## config.mk

```make
export PLATFORM = sky130hd
export DESIGN_NAME = linear_interp_resampler
export DESIGN_NICKNAME = d
export VERILOG_FILES = /design/src/hw/rtl/lir_pkg.sv /design/src/hw/rtl/linear_interp_resampler.sv /design/src/hw/rtl/lir_dp.sv /design/src/hw/rtl/lir_ctrl.sv
export SDC_FILE = /design/constraint.sdc
export NUM_CORES = 1
export LEC_CHECK = 0
export ABC_AREA = 1
export BUFFER_PORTS_ARGS = -buffer_cell sky130_fd_sc_hd__buf_4
export CAP_MARGIN = 20
export CORE_MARGIN = 10
export CORE_UTILIZATION = 25
export DETAILED_ROUTE_END_ITERATION = 10
export GPL_ROUTABILITY_DRIVEN = 0
export PLACE_DENSITY_LB_ADDON = 0.12
export SYNTH_ARGS = -nofsm -noshare
export SYNTH_HDL_FRONTEND = slang
export SYNTH_SLANG_ARGS = --single-unit
```

## constraint.sdc

```tcl
create_clock -name clk -period 9.5 [get_ports clk]
set_input_delay 1.9 -clock clk [delete_from_list [all_inputs] [get_ports clk]]
set_output_delay 1.9 -clock clk [all_outputs]
set_load 0.1 [all_outputs]
```

## src/hw/rtl/lir_pkg.sv

```systemverilog
// lir_pkg: shared types and constants of the linear interpolation resampler
// used by lir_ctrl, lir_dp and linear_interp_resampler; no dependencies
`default_nettype none

package lir_pkg;

	// configuration port
	localparam int CFG_IDX_W  = 2;
	localparam int CFG_DATA_W = 20;
	localparam logic [CFG_IDX_W-1:0] CFG_STEP_INCREMENT = 2'd0;
	localparam logic [CFG_IDX_W-1:0] CFG_START_PHASE    = 2'd1;

	// register widths
	localparam int STEP_W  = 20;
	localparam int START_W = 12;
	localparam logic [STEP_W-1:0] STEP_RESET = 20'd4096;

	// source samples still to arrive before the next output
	localparam int SKIP_W = 8;
	localparam logic [SKIP_W-1:0] SKIP_INIT = 8'd2;
	localparam logic [SKIP_W-1:0] SKIP_MAX  = 8'd255;

	// longest burst of outputs for one input word
	localparam int MAX_RUN = 64;
	localparam int RUN_W   = $clog2(MAX_RUN);

	typedef struct packed {
		logic shift;  // input word taken, slide the window
		logic mul;    // load the product register
		logic emit;   // load the output register, advance phase
	} dp_cmd_t;

	typedef struct packed {
		logic skip_le1;  // window reaches the position after this shift
		logic carry_nz;  // next phase step moves past the current window
	} dp_stat_t;

endpackage

`default_nettype wire

```

## src/hw/rtl/linear_interp_resampler.sv

```systemverilog
// linear_interp_resampler: top level of the streaming linear interpolation resampler
// depends on lir_pkg, lir_ctrl and lir_dp
`default_nettype none

// Streaming linear-interpolation sample-rate converter. Each input word slides a
// two-sample window; while the window covers the current position the block emits
// left + floor((right - left) * phase / 2^FRAC_BITS), then adds step_increment to
// the phase and skips as many input words as the integer carry says (saturating at
// 255). Outputs caused by one input form a burst of at most 64 words, and the final
// one carries last_of_run. An input word that causes outputs holds off the next input
// until its burst is done, since every output goes through the registered multiplier
// and then the interpolation adder into the output register. The output register lets
// the next input be taken while the last word of a burst waits. Writing start_phase
// restarts the stream (window cleared, two inputs needed before the first output);
// step_increment applies from the next output. Configuration writes are taken every
// cycle and belong to idle periods.
module linear_interp_resampler #(
	parameter int FRAC_BITS   = 12,
	parameter int SAMPLE_BITS = 24
) (
	input  wire                             clk,
	input  wire                             arst_n,
	input  wire                             cfg_valid,
	output logic                            cfg_ready,
	input  wire  [lir_pkg::CFG_IDX_W-1:0]   cfg_index,
	input  wire  [lir_pkg::CFG_DATA_W-1:0]  cfg_data,
	input  wire                             in_valid,
	output logic                            in_ready,
	input  wire  signed [SAMPLE_BITS-1:0]   in_sample,
	output logic                            out_valid,
	input  wire                             out_ready,
	output logic signed [SAMPLE_BITS-1:0]   out_sample,
	output logic                            last_of_run
);
	import lir_pkg::*;

	dp_cmd_t  cmd;
	dp_stat_t stat;

	assign cfg_ready = 1'b1;

	lir_ctrl u_ctrl (
		.clk         (clk),
		.arst_n      (arst_n),
		.in_valid    (in_valid),
		.in_ready    (in_ready),
		.out_valid   (out_valid),
		.out_ready   (out_ready),
		.last_of_run (last_of_run),
		.stat        (stat),
		.cmd         (cmd)
	);

	lir_dp #(
		.FRAC_BITS   (FRAC_BITS),
		.SAMPLE_BITS (SAMPLE_BITS)
	) u_dp (
		.clk        (clk),
		.arst_n     (arst_n),
		.cfg_valid  (cfg_valid),
		.cfg_index  (cfg_index),
		.cfg_data   (cfg_data),
		.in_sample  (in_sample),
		.cmd        (cmd),
		.stat       (stat),
		.out_sample (out_sample)
	);

endmodule

`default_nettype wire

```

## src/hw/rtl/lir_dp.sv

```systemverilog
// lir_dp: window, phase, multiplier and output registers of the resampler
// depends on lir_pkg; driven by lir_ctrl through dp_cmd_t
`default_nettype none

module lir_dp #(
	parameter int FRAC_BITS   = 12,
	parameter int SAMPLE_BITS = 24
) (
	input  wire                             clk,
	input  wire                             arst_n,
	input  wire                             cfg_valid,
	input  wire  [lir_pkg::CFG_IDX_W-1:0]   cfg_index,
	input  wire  [lir_pkg::CFG_DATA_W-1:0]  cfg_data,
	input  wire  [SAMPLE_BITS-1:0]          in_sample,
	input  wire  lir_pkg::dp_cmd_t          cmd,
	output lir_pkg::dp_stat_t               stat,
	output logic [SAMPLE_BITS-1:0]          out_sample
);
	import lir_pkg::*;

	localparam int DIFF_W  = SAMPLE_BITS + 1;
	localparam int PROD_W  = DIFF_W + FRAC_BITS + 1;
	localparam int ACC_W   = ((STEP_W > FRAC_BITS) ? STEP_W : FRAC_BITS) + 1;
	localparam int CARRY_W = ACC_W - FRAC_BITS;

	logic [STEP_W-1:0]             step_q;
	logic signed [SAMPLE_BITS-1:0] left_q;
	logic signed [SAMPLE_BITS-1:0] right_q;
	logic [FRAC_BITS-1:0]          phase_q;
	logic [SKIP_W-1:0]             skip_q;
	logic signed [PROD_W-1:0]      prod_s1;
	logic [SAMPLE_BITS-1:0]        out_q;

	logic signed [DIFF_W-1:0]      diff;
	logic signed [PROD_W-1:0]      interp;
	logic [ACC_W-1:0]              acc;
	logic [CARRY_W-1:0]            carry;
	logic [SKIP_W-1:0]             skip_next;

	logic cfg_step_wr;
	logic cfg_start_wr;

	assign cfg_step_wr  = cfg_valid && (cfg_index == CFG_STEP_INCREMENT);
	assign cfg_start_wr = cfg_valid && (cfg_index == CFG_START_PHASE);

	assign diff = DIFF_W'(right_q) - DIFF_W'(left_q);

	// floor of the scaled product, then offset from the left sample
	assign interp = (prod_s1 >>> FRAC_BITS) + PROD_W'(left_q);

	assign acc   = ACC_W'(phase_q) + ACC_W'(step_q);
	assign carry = acc[ACC_W-1:FRAC_BITS];
	assign skip_next = (32'(carry) > 32'(SKIP_MAX)) ? SKIP_MAX : SKIP_W'(carry);

	assign stat.skip_le1 = (skip_q <= SKIP_W'(1));
	assign stat.carry_nz = (carry != '0);

	assign out_sample = out_q;

	always_ff @(posedge clk or negedge arst_n) begin
		if (!arst_n) begin
			step_q  <= STEP_RESET;
			left_q  <= '0;
			right_q <= '0;
			phase_q <= '0;
			skip_q  <= SKIP_INIT;
		end else begin
			if (cfg_step_wr) begin
				step_q <= cfg_data[STEP_W-1:0];
			end
			if (cfg_start_wr) begin
				// restart the stream at the new fractional position
				phase_q <= FRAC_BITS'(cfg_data[START_W-1:0]);
				left_q  <= '0;
				right_q <= '0;
				skip_q  <= SKIP_INIT;
			end else if (cmd.shift) begin
				left_q  <= right_q;
				right_q <= in_sample;
				if (skip_q != '0) begin
					skip_q <= skip_q - SKIP_W'(1);
				end
			end else if (cmd.emit) begin
				phase_q <= acc[FRAC_BITS-1:0];
				skip_q  <= skip_next;
			end
		end
	end

	// payload registers
	always_ff @(posedge clk) begin
		if (cmd.mul) begin
			prod_s1 <= PROD_W'(diff) * PROD_W'(signed'({1'b0, phase_q}));
		end
		if (cmd.emit) begin
			out_q <= interp[SAMPLE_BITS-1:0];
		end
	end

endmodule

`default_nettype wire

```

## src/hw/rtl/lir_ctrl.sv

```systemverilog
// lir_ctrl: state machine sequencing input words and output bursts
// depends on lir_pkg; commands lir_dp, owns the output valid and last flag
`default_nettype none

module lir_ctrl (
	input  wire                clk,
	input  wire                arst_n,
	input  wire                in_valid,
	output logic               in_ready,
	output logic               out_valid,
	input  wire                out_ready,
	output logic               last_of_run,
	input  wire  lir_pkg::dp_stat_t stat,
	output lir_pkg::dp_cmd_t   cmd
);
	import lir_pkg::*;

	typedef enum logic [1:0] {
		ST_IDLE,
		ST_MUL,
		ST_EMIT
	} state_t;

	state_t           state_q;
	logic [RUN_W-1:0] run_cnt_q;
	logic             out_valid_q;
	logic             last_q;
	logic             run_last;
	logic             slot_free;

	assign slot_free = !out_valid_q || out_ready;
	// burst ends when the window must move or the cap is hit
	assign run_last  = stat.carry_nz || (run_cnt_q == {RUN_W{1'b1}});

	assign in_ready    = (state_q == ST_IDLE);
	assign out_valid   = out_valid_q;
	assign last_of_run = last_q;

	assign cmd.shift = (state_q == ST_IDLE) && in_valid;
	assign cmd.mul   = (state_q == ST_MUL);
	assign cmd.emit  = (state_q == ST_EMIT) && slot_free;

	always_ff @(posedge clk or negedge arst_n) begin
		if (!arst_n) begin
			state_q     <= ST_IDLE;
			run_cnt_q   <= '0;
			out_valid_q <= 1'b0;
			last_q      <= 1'b0;
		end else begin
			if (cmd.emit) begin
				out_valid_q <= 1'b1;
				last_q      <= run_last;
			end else if (out_ready) begin
				out_valid_q <= 1'b0;
			end

			unique case (state_q)
				ST_IDLE: begin
					if (in_valid && stat.skip_le1) begin
						state_q <= ST_MUL;
					end
				end
				ST_MUL: begin
					state_q <= ST_EMIT;
				end
				ST_EMIT: begin
					if (slot_free) begin
						if (run_last) begin
							state_q   <= ST_IDLE;
							run_cnt_q <= '0;
						end else begin
							state_q   <= ST_MUL;
							run_cnt_q <= run_cnt_q + RUN_W'(1);
						end
					end
				end
				default: begin
					state_q <= ST_IDLE;
				end
			endcase
		end
	end

	a_emit_slot_free: assert property (@(posedge clk) disable iff (!arst_n)
		cmd.emit |-> (!out_valid_q || out_ready))
		else $error("output word overwritten before it was taken");

	a_last_returns_idle: assert property (@(posedge clk) disable iff (!arst_n)
		(cmd.emit && run_last) |=> (in_ready && last_q && out_valid_q))
		else $error("burst end did not reopen the input");

	a_idle_run_clear: assert property (@(posedge clk) disable iff (!arst_n)
		in_ready |-> (run_cnt_q == '0))
		else $error("burst counter not cleared while idle");

	a_mul_then_emit: assert property (@(posedge clk) disable iff (!arst_n)
		cmd.mul |=> (state_q == ST_EMIT))
		else $error("product not followed by output stage");

endmodule

`default_nettype wire

```

==> metrics.md, run 1 <==
| Metric | Value |
|---|---|
| Seq/Total Area, Yosys | `20.0%` |
| Minimum clock period | `7.57 ns` |
| Worst Hold Class | `reg -> reg` |
| Setup_tns | `0 ns` |
| Crit path depth | `27` |
| Post-Syn Instances | `2439` |
| Delay-heaviest family, CP | `adder cells` |
| Post-synthesis cell area | `0.0195 mm²` |
| WS Path Type | `reg -> reg` |
| Peak Freq | `132 MHz` |
| DIE HEIGHT | `299 µm` |
| Initial antenna violation count | `1` |
| Post-route design area | `0.0219 mm²` |
| Initial DRC Count | `1120` |
| Worst-margin pin slew | `1.11 ns` |
| Worst hold slack | `0.489 ns` |
| Max-cap violation count | `0` |
| RSZ-0062 raised after global routing | `false` |
| Slowest cell on the critical path | `fa_1` |
| Clock sinks | `146` |
| Starting density of the core | `25.2%` |
| Die width | `299 µm` |
| Async set or reset register ratio after synthesis | `67.1%` |
| Avg Inst Size Synth | `7.99 µm²` |
| Worst setup startpoint | `u_dp.left_q[0]` |
| R2R depth | `27` |
| Num CTS Buffers | `17` |
| Worst-path clk slew | `0.07 ns` |
| CP Capture Point | `u_dp.prod_s1[23]` |
| H-tree depth | `4` |
| Clock root buffer | `clkbuf_16` |
| Reg2reg setup slack | `1.93 ns` |
| Via count | `16200` |
| Vias in the first global route | `17300` |
| Total wire length | `67.4 mm` |
| Core ar. | `0.0773 mm²` |
| EDFF count, synth | `48` |
| Synth Register Bits | `146` |
| Area Growth Syn to Fin | `12.5%` |
| TritonCTS clock tree | `built` |
| Final setup fails | `0` |
| Crit path required time | `9.68 ns` |
| Total track usage | `15.2%` |
| PortBufs | `77` |
| Worst slew margin | `25.8%` |
| Final hold vios | `0` |
| CP peak stage delay | `0.56 ns` |
| First-pass GRT wire length | `105 mm` |
| R2R Path Start | `u_dp.left_q[0]` |
| CP max FO | `8` |
| Arr. time, crit path | `7.75 ns` |
| Clock Path Buffers | `2` |
| Final Skew | `0.0156 ns` |
| Die footprint | `0.0895 mm²` |
| Outcome | `complete, no violations` |
| Top FF cell, synth | `dfrtp_1` |
| Wirelength per Cell | `18.9 µm` |
| DRC | `0` |
| Post-DRT Antenna Nets | `0` |
| Pre-antenna DRT Iters | `5` |
| GRT overflow | `0` |
| Total number of yosys warnings | `0` |
| Filler cell count | `8480` |
| Largest net degree at the start of global routing | `75` |
| Row count | `102` |
| Vias/cell | `4.53` |
| Placed Instance Area | `0.0213 mm²` |
| FF-to-FF End | `u_dp.prod_s1[23]` |
| # nets final | `2960` |
| Proportion of layout cells with a drive suffix above 1 | `7.97%` |
| HPWL Detailed | `56.6 mm` |
| Register area | `0.00390 mm²` |
| Multi-input gate area | `0.0133 mm²` |
| Ant diodes | `0` |
| Period utilization | `79.7%` |
| I/O pin count | `79` |
| CP Launch Type | `register` |
| Fin. max-slew vios | `0` |
| Number of library cell types mapped by synthesis | `56` |
| Post-CTS Resized | `0` |
| Post-CTS Setup Inserts | `0` |
| CP Capture Type | `register` |
| Syn Nets | `2890` |
| Worst skew pair latency | `0.45 ns` |
| Critical path buffer and inverter count | `6` |
| Hold-fix buffers, CTS | `0` |
## metrics by stage
| step | setup WS, ns | std cells | util [%] |
|---|---|---|---|
| after detailed placement | 1.93 | 3529 | 27.6 |
| after global routing | 1.58 | 3562 | 28.3 |
| final | 1.93 | 3562 | 28.3 |
| after CTS | 1.92 | 3561 | 28.3 |
| after floorplan | 3.16 | 2439 | - |
| after global placement | 1.96 | 3529 | 27.6 |
## flip-flops by register name, summed over array words and instances (netlist names)
signal	cells
u_dp.phase_q	12
u_dp.skip_q	8
u_ctrl.last_of_run	1
u_dp.prod_s1	24
u_ctrl.state_q	2
u_dp.step_q	20
u_ctrl.out_valid	1
u_ctrl.run_cnt_q	6
u_dp.out_sample	24
u_dp.left_q	24
u_dp.right_q	24
## cell usage in the layout (no fill, tap or decap), types with 12 or more instances in the layout
cell and n:
o22ai_1 24, clkbuf_16 17, nor2_1 258, buf_4 102, fa_1 262, nand2_1 428, o21ai_0 91, o221ai_1 14
dfrtp_1 96, a21oi_1 116, ha_1 138, nand3_1 108, nor3_1 19, xnor2_1 21, nand4_1 23, or2_2 21
edfxtp_1 48, or2_1 12, a21o_1 13, xor2_1 50, nand2_2 14, inv_1 542
## tightest hold or removal path: cells and delay by family, from the launching register on
family / cells / cell delay [ns]
flops: 1 / 0.35
simple gates: 2 / 0.10
## Yosys cell counts (5+ instances only)
master    instances  area [µm²]
nor2_2            5        31.3
ha_1            138        1730
nor3_1           19        95.1
xor2_1           50         438
xnor2_1          23         201
clkbuf_1         36         135
nand2_2          14        87.6
inv_1           542        2030
or2_1            12        75.1
a31oi_1           8        50.1
o21a_1            9        67.6
edfxtp_1         48        1440
inv_2             6        22.5
o22ai_1          24         150
o21ai_0          91         455
fa_1            262        5250
buf_6             5        56.3
nand4_1          23         144
o21bai_1          8        60.1
nor2_1          259         972
o221ai_1         14         123
buf_2             8        40.0
nor4_1            5        31.3
nand3_1         108         541
a21o_1           13        97.6
a21oi_1         116         581
or2_2            21         131
nand2_1         428        1610
dfrtp_1          96        2400
## worst min path at each step
stage	startpoint	slack, ns	cells past startpoint	to
4_1_cts	u_ctrl.last_of_run	0.50	2	u_ctrl.last_of_run
3_3_place_gp	u_dp.step_q[9]	0.48	2	u_dp.step_q[9]
5_1_grt	u_ctrl.last_of_run	0.52	2	u_ctrl.last_of_run
3_5_place_dp	u_ctrl.last_of_run	0.48	2	u_ctrl.last_of_run
6_report	u_ctrl.last_of_run	0.49	2	u_ctrl.last_of_run
2_1_floorplan	u_dp.step_q[0]	0.46	2	u_dp.step_q[0]
## layout make-up
type | instances | area share (%)
timing repair buffer | 103 | 3.62
tap | 1040 | 5.94
inverter | 551 | 9.44
multi-input combinational | 1690 | 60.7
clock buffer | 18 | 1.96
sequential | 146 | 17.8
clock inverter | 14 | 0.571
## metal layers
metal  wire (µm)  track usage, %
met5          31               0
met4        1060            3.13
met3        2440            1.54
met2       32700            26.1
met1       31200            20.5
## kinds of logic after synthesis
logic type | after synthesis | synth area share, %
AND/OR/NAND/NOR | 905 | 19.5
buffers and inverters | 603 | 11.9
adder cells (fa/ha/maj) | 400 | 35.8
AO/OA/AOI/OAI | 306 | 9.08
flip-flops | 146 | 20.0
XOR/XNOR | 77 | 3.62
other | 1 | 0.0193
multiplexers | 1 | 0.0578
Power of run 1 is left out: the tool's default activity adds up to more than one toggle a clock period on the data nets, which glitch-free logic cannot reach.
==> run 2, diff against run 1 <==
--- a/config.mk
+++ b/config.mk
@@ -5,7 +5,7 @@
 export SDC_FILE = /design/constraint.sdc
 export NUM_CORES = 1
 export LEC_CHECK = 0
-export ABC_AREA = 1
+export ABC_AREA = 0
 export BUFFER_PORTS_ARGS = -buffer_cell sky130_fd_sc_hd__buf_4
 export CAP_MARGIN = 20
 export CORE_MARGIN = 10
==> constraint.sdc (replaced) <==
create_clock -name clk -period 6.6 [get_ports clk]
set_input_delay 1.32 -clock clk [delete_from_list [all_inputs] [get_ports clk]]
set_output_delay 1.32 -clock clk [all_outputs]
set_load 0.1 [all_outputs]
==> metrics.md, run 2 <==
| Metric | Value |
|---|---|
| Die footprint | `0.0854 mm²` |
| Worst-path clk slew | `0.07 ns` |
| Period utilization | `114%` |
| DRC | `0` |
| # nets final | `2779` |
| CP Launch Type | `register` |
| Ant diodes | `0` |
| Arr. time, crit path | `7.68 ns` |
| TritonCTS clock tree | `built` |
| Initial DRC Count | `599` |
| I/O pin count | `79` |
| Starting density of the core | `25.3%` |
| Outcome | `finished, violations left` |
| Vias in the first global route | `16000` |
| Minimum clock period | `7.49 ns` |
| H-tree depth | `4` |
| Post-DRT Antenna Nets | `0` |
| HPWL Detailed | `44.4 mm` |
| Cell taking the most area after synthesis | `fa_1` |
| Num CTS Buffers | `17` |
| Initial antenna violation count | `0` |
| Async set or reset register ratio after synthesis | `67.1%` |
| Commonest non-fill, non-tap cell in the layout | `inv_1` |
| Clock Path Buffers | `2` |
| Slowest cell on the critical path | `fa_1` |
| WS Path Type | `reg -> reg` |
| Ranking of synthesized cells by instance count | `inv_1, nand2_1, fa_1, ha_1, and2_1` |
| Proportion of layout cells with a drive suffix above 1 | `24.0%` |
| Post-route design area | `0.0236 mm²` |
| Crit path required time | `6.79 ns` |
| Core ar. | `0.0732 mm²` |
| Seq/Total Area, Yosys | `21.0%` |
| CP peak stage delay | `0.54 ns` |
| Wirelength per Cell | `16.5 µm` |
| Syn Nets | `2484` |
| PortBufs | `77` |
| Delay-heaviest family, CP | `adder cells` |
| Avg Inst Size Synth | `9.12 µm²` |
| EDFF count, synth | `48` |
| Hold-fix buffers, CTS | `0` |
| Max-cap violation count | `0` |
| CP Capture Type | `register` |
| Synth Register Bits | `146` |
| Peak Freq | `133 MHz` |
| Post-synthesis cell area | `0.0185 mm²` |
| Crit-path most repeated cell | `fa_1` |
| Worst Hold Class | `reg -> reg` |
| Filler cell count | `7714` |
| Largest net degree at the start of global routing | `71` |
| Worst hold slack | `0.495 ns` |
| Synth top area cells | `fa_1, dfrtp_1, ha_1` |
| First-pass GRT wire length | `89.7 mm` |
| Yosys top cell area share | `28.3%` |
| RSZ-0062 raised after global routing | `true` |
| Total number of yosys warnings | `0` |
| Via count | `14500` |
| GRT overflow | `0` |
| Pre-antenna DRT Iters | `5` |
| Final Skew | `0.0125 ns` |
| Clock sinks | `146` |
| Critical path buffer and inverter count | `6` |
| Count leader, synth | `inv_1` |
| Row count | `99` |
| Failing checks | `negative setup slack` |
| WL met2 | `28.7 mm` |
| Final hold vios | `0` |
| Worst-margin pin slew | `0.861 ns` |
| Final setup fails | `20` |
| Placed Instance Area | `0.0221 mm²` |
| Post-Route M1 WL | `24.3 mm` |
| Vias/cell | `4.40` |
| CP max FO | `5` |
| Top FF cell, synth | `dfrtp_1` |
| DIE HEIGHT | `292 µm` |
| Number of library cell types mapped by synthesis | `82` |
| Die width | `292 µm` |
| WL met3 | `973 µm` |
| Worst slew margin | `42.6%` |
| Fin. max-slew vios | `0` |
| Worst skew pair latency | `0.44 ns` |
| DR top layer | `met4` |
| Area Growth Syn to Fin | `27.1%` |
| Total track usage | `13.2%` |
| Clock root buffer | `clkbuf_16` |
| Total wire length | `54.5 mm` |
| Commonest non-fill, non-tap cells in the layout | `inv_1, buf_4, nand2_1, fa_1` |
| Final setup margin | `-0.893 ns` |
| Post-Syn Instances | `2033` |
-- run 2: cell types whose count changed in the layout (fill, tap and decap cells not counted), moves of 20 or more --
| cell | change |
|---|---|
| nand3_1 | -86 |
| xor2_1 | -33 |
| o22ai_1 | -21 |
| buf_4 | +235 |
| o21ai_0 | -59 |
| a21oi_1 | -20 |
| inv_1 | -200 |
| ha_1 | -20 |
| nand2_1 | -136 |
| nor2_1 | -190 |
| nor2b_1 | +27 |
| and2_1 | +117 |
| xnor2_1 | +36 |
-- run 2: area by class of cell --
type	count	area (µm²)	share of cell area [%]
Tap cell	959	1200	5.09
Inverter	362	1360	5.77
Sequential cell	146	3900	16.5
Multi-Input combinational cell	1441	13700	58.3
Clock buffer	20	437	1.85
Clock inverter	12	108	0.457
Timing Repair Buffer	360	2830	12.0
-- run 2: metrics by stage --
stage               instances  util (%)  setup WS (ns)  TNS [ns]
global route             3300      32.2          -1.18    -19.66
floorplan                2033         -         -0.527     -3.74
CTS                      3282      31.8         -0.852    -12.31
detailed placement       3229      30.2          -1.21    -17.06
global placement         3229      30.2          -1.11    -15.68
finish                   3300      32.2         -0.893    -13.58
-- run 2: final timing paths --
path                                     from                  to  slack, ns  depth (start not counted)
min in group asynchronous              arst_n  u_ctrl.last_of_run       0.96                          1
min                        u_ctrl.last_of_run  u_ctrl.last_of_run       0.49                          1
max in group asynchronous              arst_n     u_dp.left_q[13]       4.48                          2
max                            u_dp.left_q[1]    u_dp.prod_s1[34]      -0.89                         28
max reg2reg                    u_dp.left_q[1]    u_dp.prod_s1[34]      -0.89                         28
min reg2reg                u_ctrl.last_of_run  u_ctrl.last_of_run       0.49                          1
-- run 2: repair_timing --
| item | in CTS | in global routing |
|---|---|---|
| setup buffers | 28 | 21 |
| gates resized for setup | 94 | 45 |
| pin swaps | 70 | 66 |
| setup endpoints to repair | 21 | 22 |
| hold endpoints to repair | 0 | 0 |
-- run 2: per-layer routing --
layer  up-vias  track usage [%]
li1       6991                -
met1      7389             16.5
met2       106             24.4
met3        26             1.32
met4         0             2.10
met5         -                0
-- run 2: logic make-up after synthesis --
group,share of synthesized area (%)
flops,21.0
mux,1.31
buf+inv,9.13
xor+xnor,3.83
other cells,0.0202
compound gates,10.3
simple gates,16.7
fa+ha+maj,37.6
Power of run 2 is left out for the same reason.
==> run 3, diff against run 2 <==
--- a/config.mk
+++ b/config.mk
@@ -10,6 +10,7 @@
 export CAP_MARGIN = 20
 export CORE_MARGIN = 10
 export CORE_UTILIZATION = 25
+export CTS_BUF_LIST = sky130_fd_sc_hd__clkbuf_16
 export DETAILED_ROUTE_END_ITERATION = 10
 export GPL_ROUTABILITY_DRIVEN = 0
 export PLACE_DENSITY_LB_ADDON = 0.12
==> constraint.sdc (replaced) <==
create_clock -name clk -period 6 [get_ports clk]
set_input_delay 1.2 -clock clk [delete_from_list [all_inputs] [get_ports clk]]
set_output_delay 1.2 -clock clk [all_outputs]
set_load 0.1 [all_outputs]
==> metrics.md, run 3 (synthesis results as in run 2) <==
| Metric | Value |
|---|---|
| Reg2reg setup slack | `-1.46 ns` |
| Commonest non-fill, non-tap cells in the layout | `buf_4, inv_1, nand2_1, fa_1, ha_1` |
| Peak Freq | `134 MHz` |
| HPWL Detailed | `45.0 mm` |
| Initial antenna violation count | `0` |
| WS Path Type | `reg -> reg` |
| Failing checks | `negative setup slack` |
| Vias/cell | `4.37` |
| CP max FO | `4` |
| Clock Path Buffers | `2` |
| Initial DRC Count | `454` |
| First-pass GRT wire length | `89.6 mm` |
| Fin. max-slew vios | `0` |
| Num CTS Buffers | `17` |
| CP peak stage delay | `0.53 ns` |
| DIE HEIGHT | `292 µm` |
| Total track usage | `13.1%` |
| Area Growth Syn to Fin | `28.1%` |
| Post-DRT Antenna Nets | `0` |
| Hold Path Origin | `u_ctrl.last_of_run` |
| GRT overflow | `0` |
| Worst Hold End | `u_ctrl.last_of_run` |
| Worst-margin pin slew | `0.828 ns` |
| Total wire length | `54.4 mm` |
| Max-cap violation count | `0` |
| Pre-antenna DRT Iters | `5` |
| Clock root buffer | `clkbuf_16` |
| FF-to-FF End | `u_dp.prod_s1[32]` |
| Minimum clock period | `7.46 ns` |
| Starting density of the core | `25.3%` |
| TritonCTS clock tree | `built` |
| Final hold vios | `0` |
| Vias in the first global route | `15900` |
| Placed Instance Area | `0.0224 mm²` |
| Proportion of layout cells with a drive suffix above 1 | `24.9%` |
| Worst skew pair latency | `0.44 ns` |
| Final setup margin | `-1.46 ns` |
| Worst slew margin | `44.8%` |
| Post-route design area | `0.0237 mm²` |
| R2R depth | `32` |
| H-tree depth | `4` |
| Final Skew | `0.0177 ns` |
| Row count | `99` |
| # nets final | `2804` |
| Largest net degree at the start of global routing | `62` |
| Wirelength per Cell | `16.4 µm` |
| DRC | `0` |
| Period utilization | `124%` |
| Hold-fix buffers, CTS | `0` |
| Dpl ws | `-1.64 ns` |
| Commonest non-fill, non-tap cell in the layout | `buf_4` |
| Die width | `292 µm` |
| CP Capture Type | `register` |
| Crit-path most repeated cell | `fa_1` |
| R2R Path Start | `u_dp.left_q[1]` |
| Clock sinks | `146` |
| Arr. time, crit path | `7.65 ns` |
| Die footprint | `0.0854 mm²` |
| Slowest cell on the critical path | `fa_1` |
| Final setup fails | `24` |
| PortBufs | `77` |
| RSZ-0062 raised after global routing | `true` |
| Crit path required time | `6.19 ns` |
| Hold path depth | `1` |
| Ant diodes | `0` |
| Worst Hold Class | `reg -> reg` |
| Via count | `14500` |
| I/O pin count | `79` |
| CP Launch Type | `register` |
| Worst-path clk slew | `0.07 ns` |
| Core ar. | `0.0732 mm²` |
| Outcome | `finished, violations left` |
[run 3: cell types whose count changed in the layout (fill, tap and decap cells not counted), sizes merged]
cell / before / now
buf: 360 / 385
clkinvlp: 2 / 3
bufinv: 1 / 3
clkbuf: 20 / 17
[run 3: cell type report]
type	count	area (µm²)
fill	7754	49500
multi-input combinational	1441	13700
sequential	146	3900
timing repair buffer	385	3030
inverter	362	1360
tap	959	1200
clock buffer	17	425
clock inverter	15	169
[run 3: how the worst max path moves through the flow]
stage               cells past startpoint      startpoint          endpoint
global route                           32  u_dp.left_q[1]  u_dp.prod_s1[34]
floorplan                              31  u_dp.left_q[1]  u_dp.prod_s1[34]
global placement                       33  u_dp.left_q[1]  u_dp.prod_s1[35]
detailed placement                     33  u_dp.left_q[1]  u_dp.prod_s1[33]
CTS                                    32  u_dp.left_q[1]  u_dp.prod_s1[32]
finish                                 32  u_dp.left_q[1]  u_dp.prod_s1[32]
[run 3: metal layers]
layer	vias up	part of all wire, %	wire length (µm)	GRT usage, %
li1	7041	-	-	-
met1	7313	45	24400	16.7
met2	153	52	28200	23.7
met3	29	2.0	1080	1.35
met4	0	1.4	769	2.51
met5	-	0	0	0
[run 3: critical path: cells and delay by family (launching register included)]
family | cells | cell delay (ns)
xor gates and xnor gates | 1 | 0.13
DFF | 1 | 0.42
adders and majority gates | 7 | 3.13
AOI/OAI and AO/OA | 12 | 2.07
buffers and inverters | 7 | 0.65
and+or+nand+nor | 5 | 0.79
[run 3: through the flow]
step,TNS [ns],std cells,hold slack [ns],util (%)
3_3_place_gp,-26.14,3266,0.480,30.7
2_1_floorplan,-14.39,2033,0.466,-
3_5_place_dp,-27.60,3266,0.491,30.7
4_1_cts,-24.98,3312,0.506,32.1
5_1_grt,-31.94,3325,0.528,32.4
6_report,-24.10,3325,0.497,32.4
[run 3: repair_timing]
action,4_1_cts,5_1_grt
cloned,1,1
pin swaps,55,43
endpoints found under the setup margin,24,24
resized for setup,75,49
setup buffers,16,12
Power of run 3 is left out for the same reason.
